--- src/rtl/core/kmer_run_pair_count_accumulator_top_defines.svh ---
// Assertion macros used by the accumulator controller
`ifndef KMER_RUN_PAIR_COUNT_ACCUMULATOR_TOP_DEFINES_SVH
`define KMER_RUN_PAIR_COUNT_ACCUMULATOR_TOP_DEFINES_SVH

// Same-cycle implication, checked outside reset
`define KRPCA_ASSERT_NOW(label, ante, cons) \
  label: assert property (@(posedge clk) disable iff (!rst_n) (ante) |-> (cons)) \
    else $error("krpca same-cycle check failed");

// Next-cycle implication, checked outside reset
`define KRPCA_ASSERT_NEXT(label, ante, cons) \
  label: assert property (@(posedge clk) disable iff (!rst_n) (ante) |=> (cons)) \
    else $error("krpca next-cycle check failed");

`endif

--- src/rtl/core/krpca_pkg.sv ---
// Shared types, constants and index function of the run pair count accumulator
package krpca_pkg;

  localparam int NumStringsDef = 64;
  localparam int KeyW          = 64;
  localparam int IdxW          = 6;
  localparam int ValW          = 32;
  localparam int TriW          = 12;

  // Commands from the controller to the datapath
  typedef struct packed {
    logic load_in;
    logic clr_wr;
    logic start_run;
    logic cnt_rd;
    logic cnt_upd;
    logic fl_init;
    logic list_rd_a;
    logic cnt_rd_sa;
    logic lat_ca;
    logic list_rd_b;
    logic cnt_rd_sb;
    logic mat_rd_pair;
    logic mul;
    logic mat_wr_pair;
    logic b_next;
    logic a_next;
    logic fl_end;
    logic mat_rd_user;
    logic out_load;
  } dp_cmd_t;

  // Status from the datapath to the controller
  typedef struct packed {
    logic clr_done;
    logic s_ok;
    logic key_diff;
    logic run_active;
    logic last;
    logic a_end;
    logic b_last;
    logic out_free;
  } dp_sts_t;

  // Lower-triangular index: larger index picks the row
  function automatic logic [TriW-1:0] tri_index(input logic [IdxW-1:0] r,
                                                input logic [IdxW-1:0] c);
    logic [IdxW-1:0] hi;
    logic [IdxW-1:0] lo;
    logic [2*IdxW:0] prod;
    hi   = (c > r) ? c : r;
    lo   = (c > r) ? r : c;
    prod = {{(IdxW+1){1'b0}}, hi} * {{IdxW{1'b0}}, {1'b0, hi} + {{IdxW{1'b0}}, 1'b1}};
    return TriW'(prod >> 1) + {{(TriW-IdxW){1'b0}}, lo};
  endfunction

endpackage

--- src/rtl/core/krpca_ctrl.sv ---
// Controller: clearing pass, item dispatch and run flush walk
`include "kmer_run_pair_count_accumulator_top_defines.svh"
module krpca_ctrl (
  input  logic                clk,
  input  logic                rst_n,
  input  logic                in_valid,
  input  logic                in_kind,
  output logic                in_ready,
  input  krpca_pkg::dp_sts_t  sts,
  output krpca_pkg::dp_cmd_t  cmd
);

  localparam logic [3:0] S_CLR    = 4'd0;
  localparam logic [3:0] S_IDLE   = 4'd1;
  localparam logic [3:0] S_FT_CHK = 4'd2;
  localparam logic [3:0] S_FT_RD  = 4'd3;
  localparam logic [3:0] S_FT_UPD = 4'd4;
  localparam logic [3:0] S_RD0    = 4'd5;
  localparam logic [3:0] S_RD1    = 4'd6;
  localparam logic [3:0] S_FL_A   = 4'd7;
  localparam logic [3:0] S_FL_A2  = 4'd8;
  localparam logic [3:0] S_FL_A3  = 4'd9;
  localparam logic [3:0] S_FL_B1  = 4'd10;
  localparam logic [3:0] S_FL_B2  = 4'd11;
  localparam logic [3:0] S_FL_B3  = 4'd12;
  localparam logic [3:0] S_FL_B4  = 4'd13;
  localparam logic [3:0] S_FL_B5  = 4'd14;

  logic [3:0] state_r, state_nxt;
  logic       ret_upd_r, ret_upd_nxt;  // after flush: go on to count the held word

  // State and return flag
  always_ff @(posedge clk) begin
    if (!rst_n) begin
      state_r   <= S_CLR;
      ret_upd_r <= 1'b0;
    end else begin
      state_r   <= state_nxt;
      ret_upd_r <= ret_upd_nxt;
    end
  end

  // Next state and commands
  always_comb begin
    state_nxt   = state_r;
    ret_upd_nxt = ret_upd_r;
    cmd         = '0;
    in_ready    = 1'b0;
    unique case (state_r)
      S_CLR: begin
        cmd.clr_wr = 1'b1;
        if (sts.clr_done) state_nxt = S_IDLE;
      end
      S_IDLE: begin
        in_ready = 1'b1;
        if (in_valid) begin
          cmd.load_in = 1'b1;
          state_nxt   = in_kind ? S_RD0 : S_FT_CHK;
        end
      end
      S_FT_CHK: begin
        priority if (!sts.s_ok) begin
          if (sts.last && sts.run_active) begin
            cmd.fl_init = 1'b1;
            ret_upd_nxt = 1'b0;
            state_nxt   = S_FL_A;
          end else begin
            state_nxt = S_IDLE;
          end
        end else if (sts.run_active && sts.key_diff) begin
          cmd.fl_init = 1'b1;
          ret_upd_nxt = 1'b1;
          state_nxt   = S_FL_A;
        end else begin
          state_nxt = S_FT_RD;
        end
      end
      S_FT_RD: begin
        cmd.start_run = 1'b1;
        cmd.cnt_rd    = 1'b1;
        state_nxt     = S_FT_UPD;
      end
      S_FT_UPD: begin
        cmd.cnt_upd = 1'b1;
        if (sts.last) begin
          cmd.fl_init = 1'b1;
          ret_upd_nxt = 1'b0;
          state_nxt   = S_FL_A;
        end else begin
          state_nxt = S_IDLE;
        end
      end
      S_RD0: begin
        cmd.mat_rd_user = 1'b1;
        state_nxt       = S_RD1;
      end
      S_RD1: begin
        if (sts.out_free) begin
          cmd.out_load = 1'b1;
          state_nxt    = S_IDLE;
        end
      end
      S_FL_A: begin
        if (sts.a_end) begin
          cmd.fl_end = 1'b1;
          state_nxt  = ret_upd_r ? S_FT_RD : S_IDLE;
        end else begin
          cmd.list_rd_a = 1'b1;
          state_nxt     = S_FL_A2;
        end
      end
      S_FL_A2: begin
        cmd.cnt_rd_sa = 1'b1;
        state_nxt     = S_FL_A3;
      end
      S_FL_A3: begin
        cmd.lat_ca = 1'b1;
        state_nxt  = S_FL_B1;
      end
      S_FL_B1: begin
        cmd.list_rd_b = 1'b1;
        state_nxt     = S_FL_B2;
      end
      S_FL_B2: begin
        cmd.cnt_rd_sb = 1'b1;
        state_nxt     = S_FL_B3;
      end
      S_FL_B3: begin
        cmd.mat_rd_pair = 1'b1;
        state_nxt       = S_FL_B4;
      end
      S_FL_B4: begin
        cmd.mul   = 1'b1;
        state_nxt = S_FL_B5;
      end
      S_FL_B5: begin
        cmd.mat_wr_pair = 1'b1;
        if (sts.b_last) begin
          cmd.a_next = 1'b1;
          state_nxt  = S_FL_A;
        end else begin
          cmd.b_next = 1'b1;
          state_nxt  = S_FL_B1;
        end
      end
      default: begin
        state_nxt = S_IDLE;
      end
    endcase
  end

  `KRPCA_ASSERT_NOW(a_out_slot_free, cmd.out_load, sts.out_free)
  `KRPCA_ASSERT_NOW(a_no_take_in_clear, state_r == S_CLR, !in_ready)
  `KRPCA_ASSERT_NEXT(a_pair_loop, (state_r == S_FL_B5) && !sts.b_last, state_r == S_FL_B1)
  `KRPCA_ASSERT_NEXT(a_run_closed, cmd.fl_end, !sts.run_active)

endmodule

--- config.mk ---
export PLATFORM = sky130hd
export DESIGN_NAME = krpca_ctrl
export DESIGN_NICKNAME = d
export VERILOG_FILES = /design/src/rtl/core/krpca_pkg.sv /design/src/rtl/core/krpca_ctrl.sv
export VERILOG_INCLUDE_DIRS = /design/src /design/src/rtl/core
export SDC_FILE = /design/constraint.sdc
export NUM_CORES = 1
export LEC_CHECK = 0
export ABC_AREA = 1
export BUFFER_PORTS_ARGS = -buffer_cell sky130_fd_sc_hd__buf_4
export CORE_MARGIN = 3
export CORE_UTILIZATION = 38
export DETAILED_ROUTE_END_ITERATION = 12
export PLACE_DENSITY = 0.71
export SYNTH_ARGS = -nofsm -noshare
export SYNTH_HDL_FRONTEND = slang
export SYNTH_SLANG_ARGS = --single-unit
--- constraint.sdc ---
create_clock -name clk -period 1.2 [get_ports clk]
set_input_delay 0.12 -clock clk [delete_from_list [all_inputs] [get_ports clk]]
set_output_delay 0.12 -clock clk [all_outputs]
set_load 0.02 [all_outputs]
==> out/metrics.yaml, run 1 <==
status: "stopped before the end"
haltStage: "global routing (5_1_grt)"
error: "[ERROR DPL-0033] detailed placement checks failed during check placement."
antenna_found_initial: 0
crit_endpoint: "cmd[16]"
placed_cell_area_sq_um: 927.1
die_h_um: 45.17
io_pins: 32
rows: 13
start_util_pct: 42.67
synth_area_sq_um: 583.1
die_x_um: 45.17
syn_inst: 119
synth_seq_cells: 5
dp_hpwl_um: 1500
cts_root_buffer: "clkbuf_4"
worstEpCategory: "primary output"
ys_seq_area_share_pct: 17.17
htree_levels: 1
globalplace.congestion: 0.8374
ys_types: 15
clkSinkCount: 5
ys_warn_count: 0
port_buffers: 31
place_inst: 176
grt_max_degree: 8
syn_area_per_cell_sq_um: 4.900
synth_fp_nets: 131
cts_buffers: 3
clk_path_buf_depth: 2
-- logic make-up after synthesis --
| kind of cell | count (synthesis) | share of synthesized area (%) |
|---|---|---|
| simple gates | 77 | 56.87 |
| buf+inv | 31 | 20.60 |
| compound gates | 6 | 5.365 |
| flops | 5 | 17.17 |
-- cells in the mapped netlist, drive strengths merged --
library cell,number,share of area (%)
nand2,37,24
nand3b,1,1.3
buf,1,1.3
nand3,9,7.7
nand4,2,2.1
nor2,26,19
dfxtp,5,17
inv,30,19
a31oi,1,1.1
nor3,2,2.6
a21oi,5,4.3
-- stage by stage --
step	TNS (ns)	worst slack, ns
2_1_floorplan	-0.03811	-0.01459
3_3_place_gp	-0.7347	-0.1658
3_5_place_dp	-0.7617	-0.1662
4_1_cts	-2.951	-0.2031
-- timing repair --
action,4_1_cts
endpoints found under the setup margin,25
hold buffers,0
resized for setup,61
gates cloned,0
pin swaps,15
setup buffers,10
==> run 2: changes to the inputs <==
Settings changed: CORE_AREA set to 3 3 64 66, CORE_MARGIN 3 to not set, CORE_UTILIZATION 38 to not set, DIE_AREA set to 0 0 67 69, PLACE_DENSITY 0.71 to not set, PLACE_DENSITY_LB_ADDON set to 0.15.
Clock period 1.2 ns to 1.6 ns, I/O delays scaled along.
==> out/metrics.yaml, run 2 <==
status: "complete, no violations"
synth_area_sq_um: 583.1  # unchanged
yosysMostFrequentCell: "nand2_1"
die_h_um: 69  # +53%
synth_ff_type: "dfxtp_1"
most-common-layout-cells: "36 x nand2_1, 31 x buf_4, 27 x inv_1"
powerDensity_mw_per_mm2: 878.6
synth-async-reset-ratio_pct: 0  # unchanged
clk_pin_slew_ns: 0.03
diodes: 0
p_leak_nw: 0.6142
cts_root_buffer: "clkbuf_8"
port_buffers: 31  # unchanged
worstPathMaxFanout: 5
final_core_util_pct: 25.83
yosys-top-cells-area: "nand2_1 23%, inv_1 17%, dfxtp_1 17%, nor2_1 14%, nand3_1 7.7%"
fmax_mhz: 674.3
crit_path_start_kind: "flop"
layout_setup_ws_ns: 0.1170
regToRegSetupSlack_ns: 0.29
synth_commonest_cells: "36 x nand2_1, 27 x inv_1, 21 x nor2_1"
final_nets: 166
ant_nets: 0
ys_seq_area_share_pct: 17.17  # unchanged
r2r_start: "state_r[0]"
max_cap_violations: 0
tightest_slew_ns: 0.2795
syn_inst: 119  # unchanged
clock_latency_ns: 0.22
finClkSkew_ns: 0.007108
critPathCaptureType: "output port"
synth_top_cell_by_area: "nand2_1"
wl_met2_um: 922
regMostFlops: "state_r"
io_pins: 32  # unchanged
wl_met3_um: 158
max_stage_delay_ns: 0.37
reg2reg_to: "state_r[2]"
hold_path.class: "in2reg"
rows: 22  # +9
cts_setup_buffers: 0  # -10
cp_cell_sequence: "inv_1 > nor2_4 > nand3_1 > nand2_1 > nand2_1 > inv_2 > buf_4"
htree_levels: 1  # unchanged
crit_path_frequent_cell: "nand2_1"
fp.dieArea_sq_mm: 0.004623
peakVddDrop_mv: 0.3389
place_inst: 197  # +12%
drc_errors: 0
drtPass1Iterations: 4
synth_edf_count: 0  # unchanged
grt_pass1_wl_um: 3298
start_util_pct: 16.05  # -27 points
fillCellCount: 462
final_hold_viol_count: 0
dp_hpwl_um: 1792  # +20%
wire_per_inst_um: 10.42
ff2ff_path_depth: 8
syn2layout_area_growth_pct: 60.94
die_x_um: 67  # +48%
syn_area_per_cell_sq_um: 4.900  # unchanged
ys_types: 15  # unchanged
drt_iter0_drc: 40
ys_warn_count: 0  # unchanged
synth_fp_nets: 131  # unchanged
rsz0062_at_grt: "no"
clkSinkCount: 5  # unchanged
required_ns: 1.44
coreArea_sq_mm: 0.003633
holdCritStartpoint: "rst_n"
arrival_ns: 1.32
instances_no_fill: 201
max-slew-margin-rel_pct: 81.22
clk_path_buf_depth: 2  # unchanged
grt_overflow: 0
track_usage_pct: 9.147
min_to: "state_r[0]"
yosysTopAreaCellShare_pct: 23.18  # unchanged
critical-path-top-delay-family: "simple AND/OR/NAND/NOR gates"
tritoncts: "yes"
grt_pass1_vias: 768
hold-path-cell-count: 3
grt_max_degree: 8
tns_ns: 0
cp_slowest_cell: "dfxtp_2"
largest_reg_flops: 4
routed_via_density: 3.935
globalplace.congestion: 0.7847  # -6.3%
cp.buffers_inverters: 3
period_needed_ns: 1.483
drt_wl_total_um: 2095
synth_seq_cells: 5  # unchanged
antenna_found_initial: 0
drive_above_1_share_pct: 31.37
finalSetupViolations: 0
path_class: "reg2out"
finalMaxSlewViolations: 0
cts_buffers: 3  # unchanged
vias: 791
dp_slack_ns: 0.2148  # +0.3810 ns
final_common_cell: "nand2_1"
drt-met1-wl_um: 997
top_layer_used: "met4"
period_share_pct: 92.69
reg_top3: "state_r: 4 flops, ret_upd_r: 1 flops"
[run 2: cell counts after synthesis]
No cell type changed its count.
[run 2: what timing repair did]
action                                  in CTS  in global routing
endpoints found under the setup margin       0                  5
gates resized for setup                      0                  8
hold buffers                                 0                  0
[run 2: logic make-up after synthesis]
family	count (synthesis)	share of synthesized area, %
AND/OR/NAND/NOR	77	56.87
buffers and inverters	31	20.60
AO/OA/AOI/OAI	6	5.365
flip-flops	5	17.17
[run 2: cell type report]
type                    instances  area (sq um)  area share [%]
multi-input cells              83         382.9           40.80
flip-flops and latches          5         105.1           11.20
clock buffers                   4         45.04           4.800
repair buffers                 31         232.7           24.80
inverters                      30         112.6           12.00
well taps                      48         60.06           6.400
[run 2: tightest hold or removal path: cells and delay by family]
family                 cells  cell delay [ns]
buffers and inverters      1             0.11
AND/OR/NAND/NOR            2             0.12
[run 2: how the worst max path moves through the flow]
stage	endpoint	startpoint	depth (start not counted)
2_1_floorplan	cmd[4]	state_r[3]	4
6_report	cmd[13]	state_r[2]	7
3_5_place_dp	state_r[0]	state_r[1]	7
3_3_place_gp	state_r[0]	state_r[1]	7
4_1_cts	cmd[13]	state_r[1]	7
5_1_grt	cmd[13]	state_r[2]	7
[run 2: per-stage QoR]
step	hold slack [ns]	area, sq um	power [mW]
2_1_floorplan	0.3047	583.1	0.4298
3_3_place_gp	0.4442	868.3	0.5725
3_5_place_dp	0.4447	868.3	0.5722
4_1_cts	0.2188	913.4	0.8121
5_1_grt	0.2319	938.4	0.8836
6_report	0.2120	938.4	0.8245
[run 2: routing by layer]
layer,GRT usage (%),up-vias
li1,-,421
met1,12.38,343
met2,13.97,25
met3,1.954,2
met4,3.378,0
met5,0,-
[run 2: report_power, final]
part           internal, mW  switching, mW  leakage [nW]
combinational         0.153          0.254         0.549
sequential            0.147         0.0336        0.0424
clock                 0.171         0.0653        0.0228
Note: power is estimated with default switching activity, not from simulation.
==> run 3: changes to the inputs <==
==> constraint.sdc (replaced) <==
create_clock -name clk -period 1.6 [get_ports clk]
set_input_delay 0.24 -clock clk [delete_from_list [all_inputs] [get_ports clk]]
set_output_delay 0.24 -clock clk [all_outputs]
set_load 0.02 [all_outputs]
==> out/metrics.yaml, run 3 (synthesized netlist as in run 2, its figures left out) <==
intPower_mw: 0.4795  # +1.6%
wire_per_inst_um: 10.01  # -3.9%
antenna_found_initial: 0  # unchanged
max-slew-margin-rel_pct: 82.67  # +1.5 points
cts_root_buffer: "clkbuf_8"
regToRegSetupSlack_ns: 0.27  # -0.02 ns
grt_pass1_wl_um: 3187  # -3.4%
htree_levels: 1  # unchanged
routed_via_density: 3.941  # +0.13%
port_buffers: 31  # unchanged
ant_nets: 0  # unchanged
r2r_start: "state_r[2]"
drive_above_1_share_pct: 33.12  # +1.7 points
p_sw_share_pct: 42.62  # -0.13 points
max_cap_violations: 0  # unchanged
reg2reg_to: "state_r[0]"
finalSetupViolations: 0  # unchanged
hold-path-cell-count: 3  # unchanged
p_leak_nw: 0.6213  # +1.2%
globalplace.congestion: 0.7935  # +1.1%
holdBufCountCts: 0  # unchanged
period_share_pct: 95.37  # +2.7 points
placed_cell_area_sq_um: 868.3  # unchanged
finalMaxSlewViolations: 0  # unchanged
diodes: 0  # unchanged
tritoncts: "yes"
finClkSkew_ns: 0.005720  # -0.001387 ns
syn2layout_area_growth_pct: 64.16
rows: 22  # unchanged
grt_overflow: 0  # unchanged
power_frac_clock_pct: 27.9  # -0.8 points
die_h_um: 69  # unchanged
drt_wl_total_um: 2023  # -3.4%
cts_buffers: 3  # unchanged
worstPathMaxFanout: 6  # +1
stdcell_area_sq_um: 957.2  # +2.0%
period_needed_ns: 1.526  # +0.04287 ns
final_hold_viol_count: 0  # unchanged
critPathCaptureType: "output port"
ff2ff_path_depth: 9  # +1
final_nets: 167  # +0.60%
min_to: "state_r[0]"
fmax_mhz: 655.3  # -2.8%
dp_hpwl_um: 1734  # -3.2%
drtPass1Iterations: 4  # unchanged
start_util_pct: 16.05  # unchanged
die_x_um: 67  # unchanged
track_usage_pct: 8.922  # -0.22 points
hold_path.class: "in2reg"
powerDensity_mw_per_mm2: 873.1  # -0.63%
path_class: "reg2out"
tightest_slew_ns: 0.2579  # -0.02162 ns
max_stage_delay_ns: 0.37  # about the same
p_seq_share_pct: 22.0  # about the same
grt_pass1_vias: 699  # -9.0%
regMostFlops: "state_r"
grt_max_degree: 8  # unchanged
status: "complete, no violations"
reg_top3: "state_r: 4 flops, ret_upd_r: 1 flops"
peakVddDrop_mv: 0.3018  # -11%
drc_errors: 0  # unchanged
p_comb_share_pct: 50.2  # +0.8 points
holdCritStartpoint: "rst_n"
io_pins: 32  # unchanged
clkSinkCount: 5  # unchanged
crit_path_frequent_cell: "inv_2"
cp_slowest_cell: "dfxtp_4"
clk_path_buf_depth: 2  # unchanged
power_switching_mw: 0.3562  # +1.0%
arrival_ns: 1.29  # -0.03 ns
crit_path_start_kind: "flop"
clock_latency_ns: 0.22  # about the same
coreArea_sq_mm: 0.003633  # unchanged
clk_pin_slew_ns: 0.04  # about the same
required_ns: 1.36  # -0.08 ns
final_common_cell: "nand2_1"
final_core_util_pct: 26.34  # +0.52 points
fp.dieArea_sq_mm: 0.004623  # unchanged
drt_iter0_drc: 40  # unchanged
largest_reg_flops: 4  # unchanged
vias: 796  # +0.63%
most-common-layout-cells: "35 x nand2_1, 32 x buf_4, 27 x inv_1"
cp_cell_sequence: "inv_2 > nor2_4 > nand3_1 > nand2_1 > nand2_2 > inv_2 > buf_4"
-- run 3: repair_timing --
action,CTS,global route
buffers inserted,0,1
gates cloned,0,0
resized for setup,7,5
endpoints found under the setup margin,3,7
pin swaps,0,2
-- run 3: power groups by stage --
stage / Clock (mW) / Sequential (mW) / Combinational [mW]
final: 0.233 / 0.184 / 0.419
after global routing: 0.249 / 0.188 / 0.473
after CTS: 0.239 / 0.181 / 0.416
after detailed placement: 0 / 0.170 / 0.403
after global placement: 0 / 0.170 / 0.412
after floorplan: 0 / 0.166 / 0.264
-- run 3: layer usage --
metal  global-route usage [%]  up-vias  part of all wire [%]
met5                        0        -                     0
met4                    3.378        0                     0
met3                    2.932        0                   8.7
met2                    12.99       26                    45
met1                    12.00      345                    47
li1                         -      425                     -
-- run 3: layout make-up --
| type | instances | area (sq um) |
|---|---|---|
| Fill cell | 443 | 2676 |
| Multi-Input combinational cell | 83 | 385.4 |
| Timing Repair Buffer | 32 | 240.2 |
| Sequential cell | 5 | 112.6 |
| Inverter | 30 | 112.6 |
| Tap cell | 48 | 60.06 |
| Clock buffer | 3 | 41.29 |
| Clock inverter | 1 | 5.005 |
-- run 3: worst max path at each step --
| stage | start | to | cells past startpoint |
|---|---|---|---|
| floorplan | state_r[3] | cmd[4] | 4 |
| global placement | state_r[2] | cmd[13] | 7 |
| detailed placement | state_r[2] | cmd[13] | 7 |
| CTS | state_r[3] | cmd[13] | 6 |
| global route | state_r[1] | cmd[13] | 6 |
| finish | state_r[1] | cmd[13] | 7 |
-- run 3: worst max-delay path, delay by kind of cell, from the launching register on --
family,cells,cell delay [ns]
flops,1,0.37
buf+inv,3,0.25
simple gates,4,0.45
-- run 3: per-stage QoR --
step | total power, mW | TNS [ns] | cells | hold slack, ns | setup slack [ns]
6_report | 0.8357 | 0 | 202 | 0.2867 | 0.07409
5_1_grt | 0.9094 | -0.001716 | 202 | 0.2940 | -0.001716
4_1_cts | 0.8356 | 0 | 201 | 0.2851 | 0.02456
3_5_place_dp | 0.5735 | 0 | 197 | 0.4799 | 0.1621
3_3_place_gp | 0.5817 | 0 | 197 | 0.4768 | 0.1557
2_1_floorplan | 0.4298 | 0 | 119 | 0.3847 | 0.2354
